File: src/rtl/core/tcw_pkg.sv
// shared types and constants for the text console character writer
package tcw_pkg;

   // geometry defaults for the top-level parameters
   localparam int DEF_MAX_COLUMNS = 128;
   localparam int DEF_MAX_ROWS    = 64;

   // register reset values
   localparam int         RESET_COLS = 80;
   localparam int         RESET_ROWS = 25;
   localparam logic [7:0] RESET_ATTR = 8'h35;

   // cell layout: attribute in the high byte, character in the low byte
   localparam int         CELL_W     = 16;
   localparam logic [7:0] SPACE_CODE = 8'h20;

   // character codes with a special meaning
   localparam logic [7:0] CH_NUL = 8'h00;
   localparam logic [7:0] CH_BEL = 8'h07;
   localparam logic [7:0] CH_BS  = 8'h08;
   localparam logic [7:0] CH_TAB = 8'h09;
   localparam logic [7:0] CH_LF  = 8'h0A;
   localparam logic [7:0] CH_CR  = 8'h0D;

   localparam int TAB_MASK = 7;
   localparam int TAB_STOP = TAB_MASK + 1;

   // request kinds
   localparam logic [1:0] REQ_PUT  = 2'd0;
   localparam logic [1:0] REQ_READ = 2'd1;
   localparam logic [1:0] REQ_TAKE = 2'd2;

   // register map, index = byte address / 4
   localparam int         CSR_ADDR_W = 4;
   localparam logic [1:0] REG_COLS   = 2'd0;
   localparam logic [1:0] REG_ROWS   = 2'd1;
   localparam logic [1:0] REG_ATTR   = 2'd2;

   typedef struct packed {
      logic [7:0] attr;
      logic [6:0] rows;
      logic [7:0] cols;
   } cfg_type;

   typedef struct packed {
      logic mark;
      logic clear;
   } dirty_cmd_type;

endpackage

File: src/rtl/core/tcw_csr.sv
// configuration registers behind the apb-style port
module tcw_csr
   import tcw_pkg::*;
   (
      input  logic                  clock,
      input  logic                  reset,
      input  logic                  psel,
      input  logic                  penable,
      input  logic                  pwrite,
      input  logic [CSR_ADDR_W-1:0] paddr,
      input  logic [31:0]           pwdata,
      output logic [31:0]           prdata,
      output logic                  pready,
      output cfg_type               cfg
   );

   cfg_type    cfg_ff;
   cfg_type    cfg_in;
   logic       wr_stb;
   logic [1:0] reg_idx;

   assign pready  = 1'b1;
   assign reg_idx = paddr[3:2];
   assign wr_stb  = psel && penable && pwrite && pready;

   always_comb begin
      cfg_in = cfg_ff;
      if (wr_stb) begin
         case (reg_idx)
            REG_COLS: cfg_in.cols = pwdata[7:0];
            REG_ROWS: cfg_in.rows = pwdata[6:0];
            REG_ATTR: cfg_in.attr = pwdata[7:0];
            default:  cfg_in = cfg_ff;
         endcase
      end
   end

   always_ff @(posedge clock) begin
      if (reset) begin
         cfg_ff.cols <= 8'(RESET_COLS);
         cfg_ff.rows <= 7'(RESET_ROWS);
         cfg_ff.attr <= RESET_ATTR;
      end else begin
         cfg_ff <= cfg_in;
      end
   end

   always_comb begin
      case (reg_idx)
         REG_COLS: prdata = {24'b0, cfg_ff.cols};
         REG_ROWS: prdata = {25'b0, cfg_ff.rows};
         REG_ATTR: prdata = {24'b0, cfg_ff.attr};
         default:  prdata = 32'b0;
      endcase
   end

   assign cfg = cfg_ff;

endmodule

File: config.mk
export PLATFORM = sky130hd
export DESIGN_NAME = tcw_csr
export DESIGN_NICKNAME = d
export VERILOG_FILES = /design/src/rtl/core/tcw_pkg.sv /design/src/rtl/core/tcw_csr.sv
export SDC_FILE = /design/constraint.sdc
export NUM_CORES = 1
export LEC_CHECK = 0
export BUFFER_PORTS_ARGS = -buffer_cell sky130_fd_sc_hd__buf_2
export CORE_AREA = 3 3 71 56
export DETAILED_ROUTE_END_ITERATION = 16
export DIE_AREA = 0 0 74 59
export PLACE_DENSITY = 0.83
export SLEW_MARGIN = 25
export SYNTH_ARGS = -nofsm -noshare
export SYNTH_HDL_FRONTEND = slang
export SYNTH_SLANG_ARGS = --single-unit
File: constraint.sdc
create_clock -name clock -period 1.35 [get_ports clock]
set_clock_uncertainty 0.1 [all_clocks]
set_input_delay 0.2025 -clock clock [delete_from_list [all_inputs] [get_ports clock]]
set_output_delay 0.2025 -clock clock [all_outputs]
set_load 0.01 [all_outputs]
Word-level counts from Yosys, hierarchy flattened
Cells that the tools add are included.
- register bits: 23
- input bits: 41
- output and inout port bits: 56
- word-level logic and storage cells: 12
- equal/unequal tests: 2
- multiplexer cells: 1
- reduce and logical (&&, ||, !) cells: 6
- operators with widths (operator ; count):
    $pmux 8 s3 ; 1
    $reduce_and 2->1 ; 3
    $eq 2x1->1 const B ; 1
    $eq 2x2->1 const B ; 1
    $logic_and 1x1->1 ; 2
    $logic_not 2->1 ; 1

Longest topological paths before layout
- depth after elaboration: 3
- gate-level depth with buffers: 4
- gate-level depth less buffers: 3

Least setup slack after synthesis
No wires, ideal clock.
- kind: in2reg
- start point: input pwrite
- end point: register cfg_ff, in the netlist cfg[12]
- setup time: 0.123 ns
- data arrival time: 0.930 ns
- data required time: 1.127 ns
- setup slack: 0.196 ns
- stages: 4
- path buffers: 1
- cells stage by stage: nand3_2 or3b_1 buf_2 mux2i_1
- word-level cells in the longest chain between the ends: 2
- ends and longest elaborated chain (item ; line ; source):
    start, declared ; tcw_csr.sv:9 ; input logic pwrite,
    $logic_and 1x1->1 ; tcw_csr.sv:24 ; assign wr_stb = psel && penable && pwrite && pready;
    $reduce_and 2->1 (no line) ; - ;
    end signal, assigned ; tcw_csr.sv:44 ; cfg_ff <= cfg_in;
    end, declared ; tcw_csr.sv:17 ; cfg_type cfg_ff;
No other way between the ends.
A chain may end at the register's enable or synchronous reset.

Worst setup path after layout
- start point: register cfg_ff, in the netlist cfg[10]
- end point: output prdata[2]
- word-level cells in the longest chain between the ends: 1
- ends and longest elaborated chain (item ; line ; source):
    $pmux 8 s3 ; tcw_csr.sv:49 ; case (reg_idx)
    end, declared ; tcw_csr.sv:12 ; output logic [31:0] prdata,
No other way between the ends.

==> flow_metrics.tcl <==
set metrics [dict create \
    run_status "finished, final reports clean" \
    reg2reg_depth 2 \
    ys_types 17 \
    cts_buffers 3 \
    max_freq_ghz 0.770 \
    start_util 0.402 \
    cp-startpoint "cfg[10]" \
    setup_violations 0 \
    hpwl_um 2210 \
    wirelength_um 2820 \
    fin_cells 237 \
    routabilityCongestion 0.749 \
    ys_seq_area_frac 0.346 \
    hold-path-cell-count 3 \
    vdd_drop_max_mv 0.547 \
    drc_errors 0 \
    path_max_fanout 3 \
    report.final.slew_viol_count 0 \
    detail_route.iter0.violations 31 \
    final_hold_viol_count 0 \
    seq_area_um2 477 \
    fill_cells 322 \
    syn_to_final_growth_pct 21.8 \
    placement.io_buffers 45 \
    whs_ns 0.0931 \
    critical-path-max-stage-delay_ns 0.35 \
    dr_total_vias 1056 \
    synth_top_cell_area_share 0.346 \
    rsz0062_at_grt "false" \
    cts.sinks 23 \
    post_drt_wl_per_cell_um 11.9 \
    setup_ws_ns 0.0513 \
    grt_pass1_vias 889 \
    syn_inst 149 \
    end_kind "primary output" \
    worst-path-buf-inv 1 \
    insertion_delay_ns 0.27 \
    path_clk_slew_ns 0.08 \
    ys_seq_elements 23 \
    syn_area_um2 1330 \
    diodes 0 \
    yosysTopAreaCell "dfxtp_1" \
    crit_family "flip-flops" \
    fin_crit_sh 0.962 \
    fin_nets 239 \
    largest_reg_flops 23 \
    p_leak_nw 0.797 \
    top_layer "met4" \
    synth-warning-count 0 \
    timing.rr.end "cfg[12]" \
    cap_violations 0 \
    die-area_um2 4370 \
    antenna_found_initial 0 \
    min_from "pwdata[0]" \
    relSlewSlack 0.663 \
    path_cells "mux2i_1 > o21ai_1 > buf_2" \
    htree_levels 1 \
    most-common-layout-cells "buf_2, mux2i_1, conb_1" \
    multi_input_area_um2 732 \
    cp.required_ns 1.05 \
    dp_cells 233 \
    rows 18 \
    avgSynthCellArea_um2 8.94 \
    wirelength_met1_um 1290 \
    drt_first_pass_iters 4 \
    io_pins 97 \
    worstMarginPinSlew_ns 0.505 \
    power_density_nw_per_um2 823 \
    utilization 0.490 \
    grt_max_degree 37 \
    cts-root-buf "clkbuf_8" \
    ys_top_cells_by_area "dfxtp_1, mux2i_1, buf_4" \
    grt-ovfl-total 0 \
    wl_met3_um 221 \
    post_drt_via_cell_ratio 4.46 \
    holdPathEnd "cfg[0]" \
    final_common_cell "buf_2" \
    grt.total_usage 0.127 \
    start_kind "flip-flop" \
    path_class "flip-flop to primary output" \
    grt_pass1_wl_um 4240 \
    slowest_stage "dfxtp_2" \
    cts_tree "yes" \
    worstPathArrival_ns 1.00 \
    core_um2 3310 \
    reg2reg_slack_ns 0.62 \
    final_antenna_net_count 0 \
    dpl_worst_slack_ns -0.0429 \
    clockBufferDepth 2 \
    reg2reg_from "cfg[12]" \
    die_height_um 59 \
    cts_setup_buffers 0 \
    die_x_um 74 \
    hold_path_class "primary input to flip-flop" \
    fin_crit_ns 1.30 \
    met2_wirelength_um 1300 \
    drive_gt1_frac 0.391 \
]
==> synthesized netlist by cell type, drive strengths merged <==
cell type	count
nor3b	2
buf	29
conb	2
nor2b	1
nand4	1
nor2	16
nand2	7
mux2i	31
nand3	1
or3b	1
nand2b	21
o21ai	7
nor3	1
clkbuf	5
dfxtp	23
or3	1
==> tightest hold or removal path, cell delays in order <==
cell and delay [ns]:
buf_2 0.11, nand2b_1 0.06, mux2i_1 0.06
==> layout make-up <==
class / instances / area share
clock buffers: 3 / 0.0254
clock inverters: 1 / 0.00463
multi-input cells: 115 / 0.451
flip-flops and latches: 23 / 0.294
well taps: 40 / 0.0308
repair buffers: 55 / 0.194
==> what timing repair did <==
item                                   CTS  global route
hold buffers                             0             0
setup endpoints to repair                1             7
gates resized for setup                  1            16
endpoints found under the hold margin    0             0
==> power by group <==
part           total (mW)  switching, mW  internal (mW)
sequential          0.694        0.00647          0.687
clock               0.436          0.227          0.209
combinational       0.206          0.121         0.0857
==> worst max-delay path by stage <==
stage | to | cells past startpoint
after detailed placement | cfg[18] | 5
after global placement | cfg[19] | 5
after global routing | prdata[3] | 3
after CTS | prdata[2] | 3
final | prdata[2] | 3
after floorplan | cfg[12] | 4
==> layer usage <==
metal / vias to the layer above / global-route usage
met4: 0 / 0.0233
met1: 479 / 0.174
met5: - / 0
met2: 40 / 0.197
met3: 4 / 0.0424
li1: 533 / -
==> logic make-up after synthesis <==
logic type / share of synthesized area
and+or+nand+nor: 0.218
buffers and inverters: 0.172
muxes: 0.233
DFF: 0.346
AOI/OAI and AO/OA: 0.0263
other: 0.00564
==> through the flow <==
step	cell area, µm²	TNS [ns]	power [mW]
CTS	1600	0	1.35
finish	1620	0	1.34
floorplan	1420	0	0.888
detailed placement	1550	-0.158	0.912
global placement	1550	-0.111	0.910
global route	1620	0	1.40
Note: power is estimated with default switching activity, not from simulation.
