File: config.mk
export PLATFORM = sky130hd
export DESIGN_NAME = tcw_dirty
export DESIGN_NICKNAME = d
export VERILOG_FILES = /design/src/rtl/core/tcw_pkg.sv /design/src/rtl/core/tcw_dirty.sv
export SDC_FILE = /design/constraint.sdc
export NUM_CORES = 1
export LEC_CHECK = 0
export ABC_AREA = 1
export ABC_CLOCK_PERIOD_IN_PS = 1600
export BUFFER_PORTS_ARGS = -buffer_cell sky130_fd_sc_hd__buf_2
export CAP_MARGIN = 20
export CORE_ASPECT_RATIO = 0.5
export CORE_MARGIN = 4
export CORE_UTILIZATION = 51
export CTS_CLUSTER_DIAMETER = 40
export DETAILED_ROUTE_END_ITERATION = 12
export GPL_TIMING_DRIVEN = 1
export MAX_ROUTING_LAYER = met4
export PLACE_DENSITY_LB_ADDON = 0.15
export SLEW_MARGIN = 20
export SYNTH_ARGS = -nofsm -noshare
export SYNTH_HDL_FRONTEND = slang
export SYNTH_SLANG_ARGS = --single-unit
File: constraint.sdc
create_clock -name clock -period 1.6 [get_ports clock]
set_input_delay 0.32 -clock clock [delete_from_list [all_inputs] [get_ports clock]]
set_output_delay 0.32 -clock clock [all_outputs]
set_load 0.03 [all_outputs]
File: src/rtl/core/tcw_pkg.sv
// shared types and constants for the text console character writer
package tcw_pkg;

   // geometry defaults for the top-level parameters
   localparam int DEF_MAX_COLUMNS = 128;
   localparam int DEF_MAX_ROWS    = 64;

   // register reset values
   localparam int         RESET_COLS = 80;
   localparam int         RESET_ROWS = 25;
   localparam logic [7:0] RESET_ATTR = 8'h35;

   // cell layout: attribute in the high byte, character in the low byte
   localparam int         CELL_W     = 16;
   localparam logic [7:0] SPACE_CODE = 8'h20;

   // character codes with a special meaning
   localparam logic [7:0] CH_NUL = 8'h00;
   localparam logic [7:0] CH_BEL = 8'h07;
   localparam logic [7:0] CH_BS  = 8'h08;
   localparam logic [7:0] CH_TAB = 8'h09;
   localparam logic [7:0] CH_LF  = 8'h0A;
   localparam logic [7:0] CH_CR  = 8'h0D;

   localparam int TAB_MASK = 7;
   localparam int TAB_STOP = TAB_MASK + 1;

   // request kinds
   localparam logic [1:0] REQ_PUT  = 2'd0;
   localparam logic [1:0] REQ_READ = 2'd1;
   localparam logic [1:0] REQ_TAKE = 2'd2;

   // register map, index = byte address / 4
   localparam int         CSR_ADDR_W = 4;
   localparam logic [1:0] REG_COLS   = 2'd0;
   localparam logic [1:0] REG_ROWS   = 2'd1;
   localparam logic [1:0] REG_ATTR   = 2'd2;

   typedef struct packed {
      logic [7:0] attr;
      logic [6:0] rows;
      logic [7:0] cols;
   } cfg_type;

   typedef struct packed {
      logic mark;
      logic clear;
   } dirty_cmd_type;

endpackage

File: src/rtl/core/tcw_dirty.sv
// dirty rectangle: one merge or empty per cycle through per-edge min/max compares; an empty wins over a merge
module tcw_dirty
   import tcw_pkg::*;
   #(
      parameter int MAX_COLUMNS = DEF_MAX_COLUMNS,
      parameter int MAX_ROWS    = DEF_MAX_ROWS
   )
   (
      input  logic                          clock,
      input  logic                          reset,
      input  dirty_cmd_type                 cmd,
      input  logic [$clog2(MAX_COLUMNS)-1:0] mark_x,
      input  logic [$clog2(MAX_ROWS)-1:0]    mark_y,
      input  logic [$clog2(MAX_COLUMNS):0]   mark_x_end,
      input  logic [$clog2(MAX_ROWS):0]      mark_y_end,
      output logic [$clog2(MAX_COLUMNS):0]   left,
      output logic [$clog2(MAX_ROWS):0]      top,
      output logic [$clog2(MAX_COLUMNS):0]   right,
      output logic [$clog2(MAX_ROWS):0]      bottom
   );

   localparam int COL_W    = $clog2(MAX_COLUMNS);
   localparam int ROW_W    = $clog2(MAX_ROWS);
   localparam int CX_W     = COL_W + 1;
   localparam int CY_W     = ROW_W + 1;
   localparam int RST_COLS = (RESET_COLS > MAX_COLUMNS) ? MAX_COLUMNS : RESET_COLS;
   localparam int RST_ROWS = (RESET_ROWS > MAX_ROWS) ? MAX_ROWS : RESET_ROWS;

   logic [CX_W-1:0] left_ff, left_in, right_ff, right_in;
   logic [CY_W-1:0] top_ff, top_in, bottom_ff, bottom_in;

   always_comb begin
      left_in   = left_ff;
      top_in    = top_ff;
      right_in  = right_ff;
      bottom_in = bottom_ff;
      if (cmd.clear) begin
         left_in   = CX_W'(MAX_COLUMNS);
         top_in    = CY_W'(MAX_ROWS);
         right_in  = '0;
         bottom_in = '0;
      end else if (cmd.mark) begin
         if ({1'b0, mark_x} < left_ff) left_in = {1'b0, mark_x};
         if ({1'b0, mark_y} < top_ff) top_in = {1'b0, mark_y};
         if (mark_x_end > right_ff) right_in = mark_x_end;
         if (mark_y_end > bottom_ff) bottom_in = mark_y_end;
      end
   end

   always_ff @(posedge clock) begin
      if (reset) begin
         left_ff   <= '0;
         top_ff    <= '0;
         right_ff  <= CX_W'(RST_COLS);
         bottom_ff <= CY_W'(RST_ROWS);
      end else begin
         left_ff   <= left_in;
         top_ff    <= top_in;
         right_ff  <= right_in;
         bottom_ff <= bottom_in;
      end
   end

   assign left   = left_ff;
   assign top    = top_ff;
   assign right  = right_ff;
   assign bottom = bottom_ff;

endmodule
======== Word level (Yosys, flattened, before mapping) ========
Index checks and enable logic that the tools add are counted.
word-level totals
  register bits ........................... 30
  bits of input ports ..................... 32
  logic and storage cells ................. 38
operators by class
  magnitude comparators ................... 4
  multiplexer cells ....................... 12
  reductions and logical operators ........ 14
operators with widths
  kind               number
  $mux 7             6
  $mux 8             3
  $reduce_and 2->1   8
  $mux 5             3
  $reduce_bool 2->1  5
  $gt 8x8->1         1
  $lt 7x8->1         1
  $gt 7x7->1         1
  $lt 6x7->1         1
  $reduce_or 2->1    1

======== Depth between registers and ports, before layout ========
Gate-level depths: netlist of the first run.
  word-level depth ........................ 4
  depth in mapped cells ................... 14

======== Worst setup path before layout of the first run ========
Ideal clock, no wire load.
  kind .................................... register -> register
  start ................................... register right_ff[3] (netlist: right[3])
  end ..................................... register right_ff[4] (netlist: right[4])
  setup time .............................. 121 ps
  arrival ................................. 1585 ps
  data required time ...................... 1479 ps
  path slack .............................. -106 ps
  cell stages (with the launch flop) ...... 10
  path through ............................ dfxtp_1 -> inv_1 -> ha_1 -> nand2_1 -> nor2_1 -> a21oi_2 -> nand2_4 -> buf_6 -> nand3_1 -> nand3_1
between the ends
  longest elaborated chain between the ends .. 3
ends and longest elaborated chain
  element                      line             text
  start: declaration           tcw_dirty.sv:29  logic [CX_W-1:0] left_ff, left_in, right_ff, right_in;
  start signal: assignment     tcw_dirty.sv:54  right_ff <= CX_W'(RST_COLS);
  start signal: assignment     tcw_dirty.sv:59  right_ff <= right_in;
  $gt 8x8->1                   tcw_dirty.sv:45  if (mark_x_end > right_ff) right_in = mark_x_end;
  $reduce_bool 2->1 (no line)  --
  $reduce_and 2->1 (no line)   --
Every way passes these cells.
A chain may end at the register's enable or synchronous reset.

======== Worst setup path in the final report of the first run ========
  start ................................... register bottom_ff[6] (netlist: bottom[6])
  end ..................................... register bottom_ff[0] (netlist: bottom[0])
between the ends
  longest elaborated chain between the ends .. 3
ends and longest elaborated chain
  element                      line             text
  start: declaration           tcw_dirty.sv:30  logic [CY_W-1:0] top_ff, top_in, bottom_ff, bottom_in;
  start signal: assignment     tcw_dirty.sv:55  bottom_ff <= CY_W'(RST_ROWS);
  start signal: assignment     tcw_dirty.sv:60  bottom_ff <= bottom_in;
  $gt 7x7->1                   tcw_dirty.sv:46  if (mark_y_end > bottom_ff) bottom_in = mark_y_end;
  $reduce_bool 2->1 (no line)  --
  $reduce_and 2->1 (no line)   --
Every way passes these cells.

==> results of run 1 <==
==> kinds of logic (layout without fill, tap and decap cells) <==
logic type                 count (synthesis)  after routing  synth area share
and+or+nand+nor                          146            148            0.3359
AOI/OAI and AO/OA                         27             27           0.08333
adders and majority gates                 26             26            0.1693
DFF                                       30             30            0.3125
buffers and inverters                     46            118           0.09895
==> synth_stat cells <==
| cell type | n |
|---|---|
| a21oi_1 | 16 |
| nor2_1 | 47 |
| nand4_1 | 2 |
| clkbuf_1 | 1 |
| inv_1 | 40 |
| inv_2 | 1 |
| o21ai_0 | 1 |
| a21oi_2 | 1 |
| ha_1 | 26 |
| buf_2 | 2 |
| nand2_1 | 60 |
| buf_6 | 2 |
| nand3_1 | 15 |
| nand3b_1 | 7 |
| dfxtp_1 | 30 |
| nor2_2 | 5 |
| nand2_4 | 2 |
| nand2_2 | 8 |
| a31oi_4 | 1 |
| a21o_1 | 2 |
| o21ai_1 | 6 |
==> power by group through the flow <==
| stage | Combinational (µW) | Sequential [µW] | Clock [µW] |
|---|---|---|---|
| after floorplan | 321 | 928 | 0 |
| after global placement | 548 | 843 | 0 |
| after detailed placement | 570 | 843 | 0 |
| after CTS | 572 | 828 | 582 |
| after global routing | 741 | 832 | 620 |
| final | 665 | 827 | 577 |
==> per-layer routing <==
layer | vias up | track usage | share of wire
met2 | 49 | 0.3349 | 0.48
met4 | 0 | 0.04306 | 0.0043
met5 | - | - | 0
li1 | 1015 | - | -
met3 | 4 | 0.05441 | 0.062
met1 | 883 | 0.2284 | 0.46
==> per-stage QoR <==
step / worst slack (ps) / power [µW]
detailed placement: -26.59 / 1413
finish: 75.27 / 2069
floorplan: 4.724 / 1249
global placement: 11.78 / 1390
CTS: 21.94 / 1981
global route: -31.86 / 2194
==> sequential cells by signal, indices dropped and copies added (netlist names) <==
signal  count
right       8
bottom      7
left        8
top         7
==> layout make-up <==
type | count | area, µm²
inverter | 41 | 153.9
tap | 51 | 63.81
clock buffer | 7 | 76.32
multi-input combinational | 201 | 1304
fill | 296 | 933.4
timing repair buffer | 70 | 376.6
sequential | 30 | 620.6
==> final timing paths <==
kind                                start         to  cells past startpoint
worst max register to register  bottom[6]  bottom[0]                      8
worst max-delay path            bottom[6]  bottom[0]                      8
worst min-delay path                reset    left[7]                      2
worst min register to register     top[4]     top[4]                      2
==> timing repair <==
action,CTS,global route
endpoints found under the setup margin,0,25
gates resized for setup,0,32
buffers inserted,0,3
==> results.cfg, run 1 <==
[outcome]
run_status = finished clean

[clock_network]
cts-root-buf = clkbuf_8
clk_latency_ps = 280
cts_tree = done
clockBufferDepth = 2
clock_sinks = 30
clk_transition_reported_paths_ps = 60
holdBufCountCts = 0
htreeDepth = 2
cts_buffers = 5

[routing]
wl_per_cell_um = 12.09
vias = 1951
drt_iter0_drc = 67
ant_nets = 0
routed_wl_um = 4837
vias_per_cell = 4.878
post-route-drc-count = 0
drtPass1Iterations = 4

[cells_and_area]
final_layout_size_suffix_gt1_frac = 0.3811
post-route-util = 0.7355
layout.cells.non_filler = 400
finalInstanceArea_um2 = 2595
nNetsFinal = 407
syn_to_final_growth_pct = 35.03
n_antenna_cell = 0
final_common_cell = buf_2
layout_common_cells = 61 x buf_2, 54 x nand2_1, 42 x nor2_1

[floorplanning]
die_area_um2 = 4874
core_um2 = 3528
rows = 15
start_util = 0.5447
die_x_um = 94.82
die_y_um = 51.41
pin_count = 62

[pwr]
switchingPower_uw = 722.5
pwr-share-comb = 0.321
p_per_area_nw_per_um2 = 797.1
clkPwrFrac = 0.279
power.sequential.fraction = 0.400
p_sw_frac = 0.3493
power_leakage_uw = 0.001319
internal-power_uw = 1346
peakVddDrop_mv = 0.5000

[worst_setup_path]
worstPathRequired_ps = 1760
setup.worst_path.start_class = flop
critPathTopFamily = simple AND/OR/NAND/NOR gates
worst_setup_path_end_kind = flop
crit_path_frequent_cell = nand3_1
critical-path-slowest-cell = dfxtp_2
max_stage_delay_ps = 350
critPathMaxFanout = 8
path_class = reg -> reg
reg2reg_slack_ps = 80
critPathArrivalTime_ps = 1690
crit_buf_inv = 2
path_cells = inv_1 -> ha_1 -> a21o_1 -> nor2_2 -> nand2_4 -> buf_4 -> nand3_1 -> nand3_1

[logic_synthesis]
syn_nets = 333
ys_seq_area_frac = 0.3125
yosys_register_bits = 30
yosysTopAreaCell = dfxtp_1
netlist_area_um2 = 1922
synth_area_leaders = dfxtp_1 31%, ha_1 17%, nand2_1 12%, nor2_1 9.2%, inv_1 7.8%
synth_cell_type_count = 21
synth_warnings = 0
synthCells = 275
syn_area_per_cell_um2 = 6.989
synth_top_area_share = 0.3125

[placement]
dpl.cell_count = 388
gp_congestion = 0.8450
dpl_cell_area_um2 = 2318
port_buffers = 61
dpl.hpwl_um = 3584

[global_route]
grt_pass1_vias = 1768
antenna_found_initial = 0
grt_pass1_wl_um = 7272
grtUsageTotal = 0.1945
grt_max_degree = 24
grt-ovfl-total = 0

[timing]
fmax_mhz = 655.9
clock_skew_ps = 4.721
period_share = 0.9530
setup-tns-final_ps = 0
setup_viol = 0
min_period_ps = 1525
grt_setup_unrepaired = yes
tightest_slew_ps = 354.5
hold_ws_ps = 263.9
hold_violations = 0
max-slew-margin-rel = 0.7634
maxSlewViolCount = 0

[job]
max_cap_viol_count = 0

[min_path]
hp-class = in -> reg
Note: power is estimated with default switching activity, not from simulation.
==> run 2, diff against run 1 <==
RECOVER_POWER = 50   (was unset)
==> run 2 against run 1 <==
  * Clock-buffer cell count is the same
  * First-iteration DRC count grew 12%
  * Sequential share of layout area grew 0.28 points
  * Worst setup slack lost 1.2 ps
  * Worst hold slack gained 0.66 ps
  * Die area is the same
  * Core utilization shrank 0.85 points
  * Final area shrank 1.2%
  * Critical path depth is the same
  * Sequential power is essentially flat
  * Fmax is essentially flat
  * Flip-flop and latch count is the same
  * Critical path type unchanged
==> results.cfg, run 2 (synthesized netlist as in run 1, its figures left out) <==
[floorplanning]
die_x_um = 94.82
die_y_um = 51.41
die_area_um2 = 4874
start_util = 0.5447
rows = 15
pin_count = 62
core_um2 = 3528

[worst_setup_path]
setup.worst_path.start_class = flop
critPathArrivalTime_ps = 1690
worst_setup_path_end_kind = flop
reg2reg_slack_ps = 70
critPathMaxFanout = 8
worstPathRequired_ps = 1760
path_class = reg -> reg

[pwr]
peakVddDrop_mv = 0.4951
power_leakage_uw = 0.001227
p_per_area_nw_per_um2 = 801.4
finalPower_uw = 2056

[clock_network]
clock_sinks = 30
cts_buffers = 5
cts-root-buf = clkbuf_8
htreeDepth = 2
clk_transition_reported_paths_ps = 60
holdBufCountCts = 0
cts_tree = done
clk_latency_ps = 270
clockBufferDepth = 2

[timing]
maxSlewViolCount = 0
clock_skew_ps = 3.338
hold_violations = 0
setup_viol = 0
setup-tns-final_ps = 0
max-slew-margin-rel = 0.7515
period_share = 0.9537
grt_setup_unrepaired = yes
hold_ws_ps = 264.5
tightest_slew_ps = 374.4
fmax_mhz = 655.3
fin_ws_ps = 74.07
min_period_ps = 1526

[global_route]
grt_pass1_vias = 1768
grt_max_degree = 24
grt_pass1_wl_um = 7272
grtUsageTotal = 0.1945
grt-ovfl-total = 0
antenna_found_initial = 0

[cells_and_area]
final_layout_size_suffix_gt1_frac = 0.3123
syn_to_final_growth_pct = 33.46
layout.cells.non_filler = 400
nFillCells = 306
final_common_cell = nand2_1
multi_input_area_um2 = 1304
regArea_um2 = 620.6
nNetsFinal = 407
n_antenna_cell = 0
layout_common_cells = 54 x nand2_1, 42 x nor2_1, 40 x inv_1

[job]
max_cap_viol_count = 0

[routing]
vias_per_cell = 4.893
routed_wl_um = 4821
post-route-drc-count = 0
ant_nets = 0
vias = 1957
drtPass1Iterations = 4
drt_iter0_drc = 75
wl_per_cell_um = 12.05

[placement]
gp_congestion = 0.8450
place_ws_ps = -26.59
dpl.cell_count = 388
port_buffers = 61
dpl.hpwl_um = 3584

[outcome]
run_status = finished clean

[min_path]
hp-class = in -> reg
## run 2: stage by stage
| step | utilization | instance area, µm² |
|---|---|---|
| 3_5_place_dp | 0.6571 | 2318 |
| 5_1_grt | 0.7270 | 2565 |
| 3_3_place_gp | 0.6571 | 2318 |
| 2_1_floorplan | - | 1941 |
| 6_report | 0.7270 | 2565 |
| 4_1_cts | 0.6787 | 2395 |
## run 2: worst paths after layout
check | end | cells past startpoint | startpoint
max | bottom[0] | 8 | bottom[6]
min | left[7] | 2 | reset
max reg2reg | bottom[0] | 8 | bottom[6]
min reg2reg | top[4] | 2 | top[4]
## run 2: routing by layer
metal	part of all wire	vias up	track usage	routed length, µm
met5	0	-	-	0
met4	0.0044	0	0.04306	21
met3	0.066	4	0.05441	318
met2	0.48	62	0.3349	2302
met1	0.45	875	0.2284	2178
li1	-	1016	-	-
## run 2: timing repair
item	CTS	global route
endpoints found under the setup margin	0	25
buffers inserted	0	3
resized for setup	0	32
## run 2: area by class of cell
cell class,instances,share of cell area
inverter,41,0.06000
multi-input combinational,201,0.5083
sequential,30,0.2420
tap,51,0.02488
timing repair buffer,70,0.1351
clock buffer,7,0.02976
## run 2: worst max-delay path: stages, from the launching register on
cell and delay [ps]:
dfxtp_2 350, inv_1 50, ha_1 290, a21o_1 200, nor2_2 130, nand2_4 100
buf_4 150, nand3_1 60, nand3_1 70
## run 2: power breakdown
part	total, µW	internal (µW)	switching (µW)	leakage (µW)
logic	654	240	414	0.000938
clock network	573	299	274	0.0000383
registers	828	797	31.2	0.000251
==> run 3, diff against run 2 <==
CORE_MARGIN = 2   (was 4)
==> run 3 against run 2 <==
  * Fmax down 1.3%
  * Combinational power down 1%
  * Worst hold slack worse by 16 ps
  * Sequential share of layout area about the same
==> results.cfg, run 3 (synthesized netlist as in run 1, its figures left out) <==
[timing]
period_share = 0.9664
fmax_mhz = 646.7
setup_viol = 0
min_period_ps = 1546
setup-tns-final_ps = 0
max-slew-margin-rel = 0.7501
maxSlewViolCount = 0
tightest_slew_ps = 376.5
hold_violations = 0
clock_skew_ps = 5.622
hold_ws_ps = 249.0

[floorplanning]
die_y_um = 47.41
start_util = 0.5447
core_um2 = 3528
die_x_um = 90.82
die_area_um2 = 4305
pin_count = 62
rows = 15

[global_route]
grt_max_degree = 24
antenna_found_initial = 0
grt_pass1_wl_um = 6837
grt_pass1_vias = 1581
grtUsageTotal = 0.2163
grt-ovfl-total = 0

[clock_network]
clockBufferDepth = 2
cts-root-buf = clkbuf_8
holdBufCountCts = 0
clk_latency_ps = 280
cts_tree = done
cts_buffers = 5
clk_transition_reported_paths_ps = 70
htreeDepth = 2
clock_sinks = 30

[job]
max_cap_viol_count = 0

[placement]
dpl_cell_area_um2 = 2326
gp_congestion = 0.8972
port_buffers = 61
dpl.hpwl_um = 3439
dpl.cell_count = 389

[pwr]
p_per_area_nw_per_um2 = 798.1
power_leakage_uw = 0.001270
peakVddDrop_mv = 0.4357

[routing]
wl_per_cell_um = 11.34
drt_iter0_drc = 38
vias = 1920
drtPass1Iterations = 4
post-route-drc-count = 0
routed_wl_um = 4535
ant_nets = 0
vias_per_cell = 4.800

[cells_and_area]
layout.cells.non_filler = 400
post-route-util = 0.7273
finalInstanceArea_um2 = 2566
final_layout_size_suffix_gt1_frac = 0.3410
layout_common_cells = 54 x nand2_1, 49 x buf_2, 46 x nor2_1
syn_to_final_growth_pct = 33.53
final_common_cell = nand2_1
n_antenna_cell = 0
nNetsFinal = 407

[worst_setup_path]
worst_setup_path_end_kind = flop
critPathMaxFanout = 7
worstPathRequired_ps = 1770
setup.worst_path.start_class = flop
critPathArrivalTime_ps = 1710
path_class = reg -> reg

[outcome]
run_status = finished clean

[min_path]
hp-class = in -> reg
run 3: changes by cell type in the layout (fill, tap and decap cells not counted), moves of 2 or more:
| cell | previous run | this run |
|---|---|---|
| nor2_2 | 8 | 4 |
| buf_2 | 37 | 49 |
| clkinv_2 | 0 | 2 |
| nor2_1 | 42 | 46 |
| clkbuf_1 | 26 | 12 |
run 3: where the power goes:
| part | switching (µW) | leakage [µW] | internal, µW |
|---|---|---|---|
| Combinational | 401 | 0.000975 | 243 |
| Clock | 283 | 0.0000438 | 291 |
| Sequential | 32.0 | 0.000251 | 797 |
run 3: final cells by class:
class / count / area, µm²
clock buffers: 5 / 68.82
clock inverters: 2 / 10.01
fillers: 303 / 962.2
inverters: 41 / 156.4
multi-input cells: 200 / 1277
flip-flops and latches: 30 / 620.6
well taps: 51 / 63.81
repair buffers: 71 / 369.1
run 3: path summary, 6_finish.rpt:
kind / slack, ps / to / cells past startpoint / start
worst max-delay path: 50 / bottom[6] / 9 / bottom[6]
worst min-delay path: 250 / top[6] / 2 / reset
worst max register to register: 50 / bottom[6] / 9 / bottom[6]
worst min register to register: 490 / top[6] / 2 / top[6]
run 3: stage by stage:
stage / worst slack, ps / total power [µW]
5_1_grt: -25.07 / 2182
6_report: 53.78 / 2048
2_1_floorplan: 4.724 / 1249
4_1_cts: 18.37 / 1995
3_5_place_dp: -63.92 / 1415
3_3_place_gp: 17.65 / 1394
run 3: critical path, stage by stage (launching register included):
cell     delay, ps
dfxtp_2        350
inv_1           70
ha_4           270
nand2_2         70
nor2_4         150
nand2_1        110
nand2_4        110
nand2_4        100
o21ai_1        140
nor2_1          70
run 3: what timing repair did:
item / 4_1_cts / 5_1_grt
gates resized for setup: 1 / 28
pin swaps: 0 / 11
setup buffers: 0 / 3
setup endpoints to repair: 1 / 26
gates cloned: 0 / 1
run 3: metal layers:
metal	up-vias	GRT usage	part of all wire
met3	3	0.06902	0.053
met1	861	0.2580	0.47
met2	40	0.3567	0.47
met5	-	-	0
li1	1016	-	-
met4	0	0.07879	0.0060
